**src/design/clipped_color_key_sprite_blit_core_assert.svh**
```systemverilog
// assertion macros shared by the sprite blitter rtl
`ifndef CLIPPED_COLOR_KEY_SPRITE_BLIT_CORE_ASSERT_SVH
`define CLIPPED_COLOR_KEY_SPRITE_BLIT_CORE_ASSERT_SVH

// property that must hold at every clock edge outside reset
`define CCKSB_ASSERT(lbl, prop, msg) \
  lbl: assert property (@(posedge clk_i) disable iff (!rst_ni) (prop)) else $error(msg);

// condition that must never be seen outside reset
`define CCKSB_ASSERT_NEVER(lbl, cond, msg) \
  `CCKSB_ASSERT(lbl, !(cond), msg)

`endif

```
**src/design/ccksb_pkg.sv**
```systemverilog
// shared types and register codes of the sprite blitter
`timescale 1ns / 1ps
`default_nettype none

package ccksb_pkg;

  // configuration register indexes
  typedef enum logic [2:0] {
    REG_POS_X      = 3'd0,
    REG_POS_Y      = 3'd1,
    REG_WIDTH      = 3'd2,
    REG_HEIGHT     = 3'd3,
    REG_ANCHOR_X   = 3'd4,
    REG_ANCHOR_Y   = 3'd5,
    REG_KEY_ENABLE = 3'd6,
    REG_KEY_COLOR  = 3'd7
  } cfg_reg_e;

  localparam int unsigned CFG_DATA_W = 11;
  localparam int unsigned PIX_X_W    = 9;
  localparam int unsigned PIX_Y_W    = 8;
  localparam int unsigned COLOR_W    = 8;

  // one screen write
  typedef struct packed {
    logic [PIX_X_W-1:0] x;
    logic [PIX_Y_W-1:0] y;
    logic [COLOR_W-1:0] color;
    logic               done;
  } pixel_t;

endpackage

`default_nettype wire

```
**src/design/ccksb_out_skid.sv**
```systemverilog
// output register with one skid entry for the screen write stream
`timescale 1ns / 1ps
`default_nettype none

`include "clipped_color_key_sprite_blit_core_assert.svh"

module ccksb_out_skid (
  input  wire logic            clk_i,
  input  wire logic            rst_ni,
  input  wire logic            push_i,
  input  wire ccksb_pkg::pixel_t data_i,
  output logic                 full_o,
  output logic                 out_valid_o,
  input  wire logic            out_stall_i,
  output ccksb_pkg::pixel_t    data_o
);

  logic              o_valid_q, o_valid_d;
  logic              s_valid_q, s_valid_d;
  ccksb_pkg::pixel_t o_data_q, o_data_d;
  ccksb_pkg::pixel_t s_data_q, s_data_d;
  logic              o_free;

  // output slot can take new data this cycle
  assign o_free = !o_valid_q || !out_stall_i;

  always_comb begin
    o_valid_d = o_valid_q;
    s_valid_d = s_valid_q;
    o_data_d  = o_data_q;
    s_data_d  = s_data_q;
    if (o_free) begin
      if (s_valid_q) begin
        o_data_d  = s_data_q;
        o_valid_d = 1'b1;
        s_valid_d = 1'b0;
      end else if (push_i) begin
        o_data_d  = data_i;
        o_valid_d = 1'b1;
      end else begin
        o_valid_d = 1'b0;
      end
    end else if (push_i) begin
      s_data_d  = data_i;
      s_valid_d = 1'b1;
    end
  end

  always_ff @(posedge clk_i or negedge rst_ni) begin
    if (!rst_ni) begin
      o_valid_q <= 1'b0;
      s_valid_q <= 1'b0;
    end else begin
      o_valid_q <= o_valid_d;
      s_valid_q <= s_valid_d;
    end
  end

  always_ff @(posedge clk_i) begin
    o_data_q <= o_data_d;
    s_data_q <= s_data_d;
  end

  assign full_o      = s_valid_q;
  assign out_valid_o = o_valid_q;
  assign data_o      = o_data_q;

  `CCKSB_ASSERT_NEVER(a_skid_without_out, s_valid_q && !o_valid_q, "skid entry held with empty output")
  `CCKSB_ASSERT(a_push_blocked_goes_skid, (push_i && o_valid_q && out_stall_i) |=> s_valid_q, "blocked transfer not kept in skid")

endmodule

`default_nettype wire

```
**src/design/clipped_color_key_sprite_blit_core.sv**
```systemverilog
// top level of the colour keyed sprite blitter with per pixel clipping
// a visible texel's screen write leaves via the output register, through the skid entry if stalled
// throughput: one texel per cycle while the skid entry is free, set by the single compute stage and the output register
// a one entry skid lets a texel be taken while the output is stalled; input stalls when it is full
// reset: counters and valid flags clear, registers take their reset values (size 16 by 16)
`timescale 1ns / 1ps
`default_nettype none

`include "clipped_color_key_sprite_blit_core_assert.svh"

module clipped_color_key_sprite_blit_core #(
  parameter int unsigned SCREEN_W   = 320,
  parameter int unsigned SCREEN_H   = 200,
  parameter int unsigned MAX_SPRITE = 256
) (
  input  wire logic                            clk_i,
  input  wire logic                            rst_ni,
  // configuration write port
  input  wire logic                            cfg_we_i,
  input  wire logic [2:0]                      cfg_index_i,
  input  wire logic [ccksb_pkg::CFG_DATA_W-1:0] cfg_data_i,
  // texel stream
  input  wire logic                            in_valid_i,
  output logic                                 in_stall_o,
  input  wire logic [7:0]                      in_texel_i,
  // screen write stream
  output logic                                 out_valid_o,
  input  wire logic                            out_stall_i,
  output logic [8:0]                           out_pixel_x_o,
  output logic [7:0]                           out_pixel_y_o,
  output logic [7:0]                           out_pixel_color_o,
  output logic                                 out_sprite_done_o
);

  // counter width holds MAX_SPRITE - 1
  localparam int unsigned CNT_W = (MAX_SPRITE > 1) ? $clog2(MAX_SPRITE) : 1;
  // coordinate width: signed position less anchor plus counter, with headroom
  localparam int unsigned CW    = ((CNT_W > 10) ? CNT_W : 10) + 3;
  // width for comparing a size register against MAX_SPRITE
  localparam int unsigned SW    = ((CNT_W > 9) ? CNT_W : 9) + 1;
  localparam logic [CW-1:0]    SCR_W_C    = CW'(SCREEN_W);
  localparam logic [CW-1:0]    SCR_H_C    = CW'(SCREEN_H);
  localparam logic [SW-1:0]    MAX_SZ_C   = SW'(MAX_SPRITE);
  localparam logic [CNT_W-1:0] MAX_LAST_C = CNT_W'(MAX_SPRITE - 1);

  // configuration registers
  logic signed [10:0] pos_x_q, pos_y_q;
  logic [8:0]         width_q, height_q;
  logic [7:0]         anchor_x_q, anchor_y_q;
  logic               key_en_q;
  logic [7:0]         key_color_q;

  // raster position inside the sprite
  logic [CNT_W-1:0] col_q, col_d;
  logic [CNT_W-1:0] row_q, row_d;

  logic              accept;
  logic [CNT_W-1:0]  w_last, h_last;
  logic              row_end, last;
  logic [CW-1:0]     x, y;
  logic              on_screen, keyed, visible;
  logic              skid_full;
  ccksb_pkg::pixel_t pix, pix_out;

  always_ff @(posedge clk_i or negedge rst_ni) begin
    if (!rst_ni) begin
      pos_x_q     <= '0;
      pos_y_q     <= '0;
      width_q     <= 9'd16;
      height_q    <= 9'd16;
      anchor_x_q  <= '0;
      anchor_y_q  <= '0;
      key_en_q    <= 1'b0;
      key_color_q <= '0;
    end else if (cfg_we_i) begin
      case (ccksb_pkg::cfg_reg_e'(cfg_index_i))
        ccksb_pkg::REG_POS_X:      pos_x_q     <= $signed(cfg_data_i[10:0]);
        ccksb_pkg::REG_POS_Y:      pos_y_q     <= $signed(cfg_data_i[10:0]);
        ccksb_pkg::REG_WIDTH:      width_q     <= cfg_data_i[8:0];
        ccksb_pkg::REG_HEIGHT:     height_q    <= cfg_data_i[8:0];
        ccksb_pkg::REG_ANCHOR_X:   anchor_x_q  <= cfg_data_i[7:0];
        ccksb_pkg::REG_ANCHOR_Y:   anchor_y_q  <= cfg_data_i[7:0];
        ccksb_pkg::REG_KEY_ENABLE: key_en_q    <= cfg_data_i[0];
        ccksb_pkg::REG_KEY_COLOR:  key_color_q <= cfg_data_i[7:0];
        default: ;
      endcase
    end
  end

  // texel taken when the skid entry is free
  assign in_stall_o = skid_full;
  assign accept     = in_valid_i && !skid_full;

  // last column and row index; zero or oversized sizes fall back to MAX_SPRITE
  always_comb begin
    if (width_q == 9'd0 || SW'(width_q) > MAX_SZ_C) begin
      w_last = MAX_LAST_C;
    end else begin
      w_last = CNT_W'(width_q - 9'd1);
    end
    if (height_q == 9'd0 || SW'(height_q) > MAX_SZ_C) begin
      h_last = MAX_LAST_C;
    end else begin
      h_last = CNT_W'(height_q - 9'd1);
    end
  end

  // a counter at or past its last index ends the row or the sprite
  assign row_end = col_q >= w_last;
  assign last    = row_end && (row_q >= h_last);

  always_comb begin
    col_d = col_q;
    row_d = row_q;
    if (accept) begin
      if (row_end) begin
        col_d = '0;
        row_d = last ? '0 : row_q + 1'b1;
      end else begin
        col_d = col_q + 1'b1;
      end
    end
  end

  always_ff @(posedge clk_i or negedge rst_ni) begin
    if (!rst_ni) begin
      col_q <= '0;
      row_q <= '0;
    end else begin
      col_q <= col_d;
      row_q <= row_d;
    end
  end

  // screen point: position less anchor plus raster offset, sign extended
  assign x = {{(CW-11){pos_x_q[10]}}, pos_x_q} - {{(CW-8){1'b0}}, anchor_x_q}
           + {{(CW-CNT_W){1'b0}}, col_q};
  assign y = {{(CW-11){pos_y_q[10]}}, pos_y_q} - {{(CW-8){1'b0}}, anchor_y_q}
           + {{(CW-CNT_W){1'b0}}, row_q};

  // per pixel clip, so sprites off the left or top edge are cut correctly
  assign on_screen = !x[CW-1] && (x < SCR_W_C) && !y[CW-1] && (y < SCR_H_C);
  assign keyed     = key_en_q && (in_texel_i == key_color_q);
  assign visible   = on_screen && !keyed;

  // coordinates masked to the field widths for wide screens
  always_comb begin
    pix.x     = x[8:0];
    pix.y     = y[7:0];
    pix.color = in_texel_i;
    pix.done  = last;
  end

  ccksb_out_skid u_out_skid (
    .clk_i       (clk_i),
    .rst_ni      (rst_ni),
    .push_i      (accept && visible),
    .data_i      (pix),
    .full_o      (skid_full),
    .out_valid_o (out_valid_o),
    .out_stall_i (out_stall_i),
    .data_o      (pix_out)
  );

  assign out_pixel_x_o     = pix_out.x;
  assign out_pixel_y_o     = pix_out.y;
  assign out_pixel_color_o = pix_out.color;
  assign out_sprite_done_o = pix_out.done;

  `CCKSB_ASSERT(a_wrap_at_sprite_end, (accept && last) |=> (col_q == '0 && row_q == '0), "counters did not wrap at end of sprite")
  `CCKSB_ASSERT(a_idle_counters_hold, !accept |=> ($stable(col_q) && $stable(row_q)), "counters moved without a texel transfer")

endmodule

`default_nettype wire
```
**config.mk**
```make
export PLATFORM = sky130hd
export DESIGN_NAME = clipped_color_key_sprite_blit_core
export DESIGN_NICKNAME = d
export VERILOG_FILES = /design/src/design/ccksb_pkg.sv /design/src/design/ccksb_out_skid.sv /design/src/design/clipped_color_key_sprite_blit_core.sv
export VERILOG_INCLUDE_DIRS = /design/src /design/src/design
export SDC_FILE = /design/constraint.sdc
export NUM_CORES = 1
export LEC_CHECK = 0
export BUFFER_PORTS_ARGS = -buffer_cell sky130_fd_sc_hd__buf_2
export CAP_MARGIN = 10
export CORE_UTILIZATION = 55
export CTS_BUF_LIST = sky130_fd_sc_hd__clkbuf_8
export DETAILED_ROUTE_END_ITERATION = 10
export PLACE_DENSITY_LB_ADDON = 0.1
export SLEW_MARGIN = 20
export SYNTH_ARGS = -nofsm -noshare
export SYNTH_HDL_FRONTEND = slang
export SYNTH_SLANG_ARGS = --single-unit
```
**constraint.sdc**
```tcl
create_clock -name clk_i -period 9.5 [get_ports clk_i]
set_clock_uncertainty 0.1 [all_clocks]
set_input_delay 0.475 -clock clk_i [delete_from_list [all_inputs] [get_ports clk_i]]
set_output_delay 0.475 -clock clk_i [all_outputs]
set_load 0.01 [all_outputs]
```
==> results.ini <==
[run_status]
run_status = finished, violations left
violations = hold timing

[sta]
slew_violations = 0
min_period_over_period_pct = 42.08
timing.hold.ws_ns = -0.04488
max_freq_ghz = 0.2502
period_needed_ns = 3.998
finalSetupTns_ns = 0
finalHoldViolCount = 41
maxSlewHeadroom_pct = 47.18
worst_slew_pin_slew_ns = 0.7907
rsz0062_at_grt = no
setup_viol = 0

[pwr]
power.density_nw_per_um2 = 296.4
power_switching_mw = 0.9466
p_seq_share_pct = 32.7
clkPwrFrac_pct = 21.1
p_comb_share_pct = 46.2
ir_drop_v = 0.0001074
p_int_mw = 1.611
power_mw = 2.558
power.leakage_nw = 3.769
swShare_pct = 37.01

[cts]
path_clk_slew_ns = 0.07
cts_tree = built
worstSkewPairLatency_ns = 0.45
cts_buffer_depth = 2
cts_buffers = 17
post_cts_buffers = 0
ctsResizeCount = 0
htreeDepth = 4
ctsRootBufferMaster = clkbuf_8
clock-sinks = 135
cts_hold_repair.buffers = 0

[floorplan]
die_w_um = 120.2
die_area_um2 = 14450
ioPinCount = 55
fp.coreArea_um2 = 13450
initial_core_util_pct = 57.13
rows = 42
fp.dieH_um = 120.2

[detailed_routing]
ant_nets = 0
wire_per_inst_um = 16.19
firstDrtPassIters = 5
vias_per_cell = 5.467
drc = 0
wl_um = 15410
drt_iter0_markers = 296
route.vias.total = 5205

[placed_design]
place_area_um2 = 8174
hpwl_um = 11370
gp_congestion = 0.8493
io_buffers = 54

[layout]
regArea_um2 = 3641
multiInputGateArea_um2 = 3695
area_growth_pct = 12.29
nets = 852
design_area_um2 = 8631
n_antenna_cell = 0
fin_util_pct = 64.16
fillers = 1130
drive_gt1_share_pct = 22.81

[worst_setup_path]
worstSetupEndpointType = flop
worstPathRequired_ns = 9.72
crit_path_max_fanout = 7
cp.arrival_ns = 4.22
critPathKind = flop to flop
critPathLaunchType = flop

[hold_path]
hold_class = input pin to asynchronous set/reset pin

[yosys]
ys.flop_type = dfrtp_1
synth_area_um2 = 7686
synth.area.top_cells = dfrtp_1, edfxtp_1, mux2_2
synth_top_cell_by_area = dfrtp_1
yosysSeqAreaShare_pct = 47.37
ys_types = 61
synthCells = 700
yosysWarnings = 0
ys_seq_elements = 135
syn_area_per_cell_um2 = 10.98
synth_nets = 789
synth_edf_count = 52
synth_top_area_share_pct = 26.37
async_flop_share_pct = 61.48

[global_routing]
gr-usage-all-layers_pct = 23.35
grt_pass1_wl_um = 25470
grt.overflow.total = 0
grt_pass1_vias = 5085
antenna_found_initial = 0
grt_max_degree = 84

[run]
maxCapViolCount = 0

cell usage after synthesis, types with 4 or more instances:
cell type and n:
a211oi_1 6, a21o_1 10, a21oi_1 16, and2_1 4, and3_1 4, clkbuf_1 15
dfrtp_1 81, edfxtp_1 52, fa_1 16, ha_1 46, inv_1 80, mux2_2 65
nand2_1 51, nand2b_1 9, nand3_1 10, nand3b_1 5, nand4_1 6, nand4b_1 4
nor2_1 52, nor2b_1 5, nor3_1 13, nor3b_1 4, nor4_1 5, o21a_1 6
o21ai_0 55, o31ai_1 6, xnor2_1 20, xor2_1 14
critical path, stage by stage (launching register included):
cell      delay [ns]
dfrtp_1         0.42
or4_1           0.61
nor4b_2         0.32
xor2_1          0.42
inv_1           0.11
nand2_1         0.09
ha_1            0.21
nand2b_1        0.14
a21o_1          0.17
a21oi_1         0.13
o21ai_0         0.10
o41a_1          0.40
and2_1          0.26
nand2b_1        0.24
o21ai_0         0.14
layout make-up:
type | count | area share, %
multi-input cells | 469 | 42.81
repair buffers | 60 | 3.726
clock inverters | 14 | 2.378
well taps | 176 | 2.551
flip-flops and latches | 135 | 42.19
clock buffers | 18 | 2.870
inverters | 80 | 3.479
registers in the layout, indices dropped and copies added (netlist names):
register and count:
key_color_q 8, width_q 9, pos_x_q 11, key_en_q 1, u_out_skid.out_valid_o 1, anchor_y_q 8
col_q 8, u_out_skid.full_o 1, pos_y_q 11, height_q 9, row_q 8, u_out_skid.data_o 26
anchor_x_q 8, u_out_skid.s_data_q 26
power groups by stage:
stage,clock network [mW],logic [mW],registers [mW]
after global routing,0.573,1.33,0.847
after CTS,0.548,1.18,0.836
after floorplan,0,0.931,0.826
after global placement,0,1.13,0.842
final,0.539,1.18,0.837
after detailed placement,0,1.17,0.849
path summary, 6_finish.rpt:
path,cells past startpoint,slack (ns),from,to
min reg2reg,1,0.42,pos_y_q[0],pos_y_q[0]
max,14,5.50,width_q[2],row_q[2]
max reg2reg,14,5.50,width_q[2],row_q[2]
min in group clk_i,1,0.15,in_texel_i[1],u_out_skid.s_data_q[2]
max in group asynchronous,1,8.81,rst_ni,key_color_q[1]
min,1,-0.04,rst_ni,width_q[1]
per-layer routing:
metal | track usage, % | wire (um)
met3 | 4.057 | 773
met1 | 32.28 | 7390
met5 | 0 | 0
met4 | 8.102 | 245
met2 | 37.36 | 6999
metrics by stage:
step	worst slack, ns	std cells
after floorplan	5.203	700
after global placement	5.577	920
after detailed placement	5.501	920
after CTS	5.474	952
after global routing	5.220	952
final	5.502	952
cells by family after synthesis:
kind of cell,Yosys count,share of synthesized area (%)
AOI/OAI and AO/OA,122,10.32
xor gates and xnor gates,35,4.086
adders and majority gates,62,11.66
buffers and inverters,96,4.786
DFF,135,47.37
muxes,67,9.783
and+or+nand+nor,183,12.00
cells in the final DEF (no fill, tap or decap), types with 4 or more instances in the layout:
| cell type | Yosys | final |
|---|---|---|
| nor3_1 | 13 | 12 |
| inv_1 | 80 | 81 |
| nand2b_1 | 9 | 9 |
| nand3_1 | 10 | 10 |
| edfxtp_1 | 52 | 52 |
| buf_2 | 0 | 53 |
| o31ai_1 | 6 | 6 |
| ha_1 | 46 | 46 |
| nor2b_1 | 5 | 5 |
| xor2_1 | 14 | 14 |
| buf_4 | 0 | 6 |
| clkinv_2 | 0 | 4 |
| a21oi_1 | 16 | 16 |
| nor4_1 | 5 | 5 |
| and3_1 | 4 | 4 |
| and2_1 | 4 | 4 |
| mux2_2 | 65 | 65 |
| nand3b_1 | 5 | 5 |
| xnor2_1 | 20 | 20 |
| clkbuf_8 | 0 | 18 |
| o21ai_0 | 55 | 55 |
| o21a_1 | 6 | 6 |
| nand2_1 | 51 | 51 |
| dfrtp_1 | 81 | 81 |
| fa_1 | 16 | 16 |
| nand4_1 | 6 | 6 |
| a211oi_1 | 6 | 6 |
| nand4b_1 | 4 | 4 |
| bufinv_16 | 0 | 5 |
| nor2_1 | 52 | 51 |
| a21o_1 | 10 | 10 |
Power figures use the tool's default switching activity.
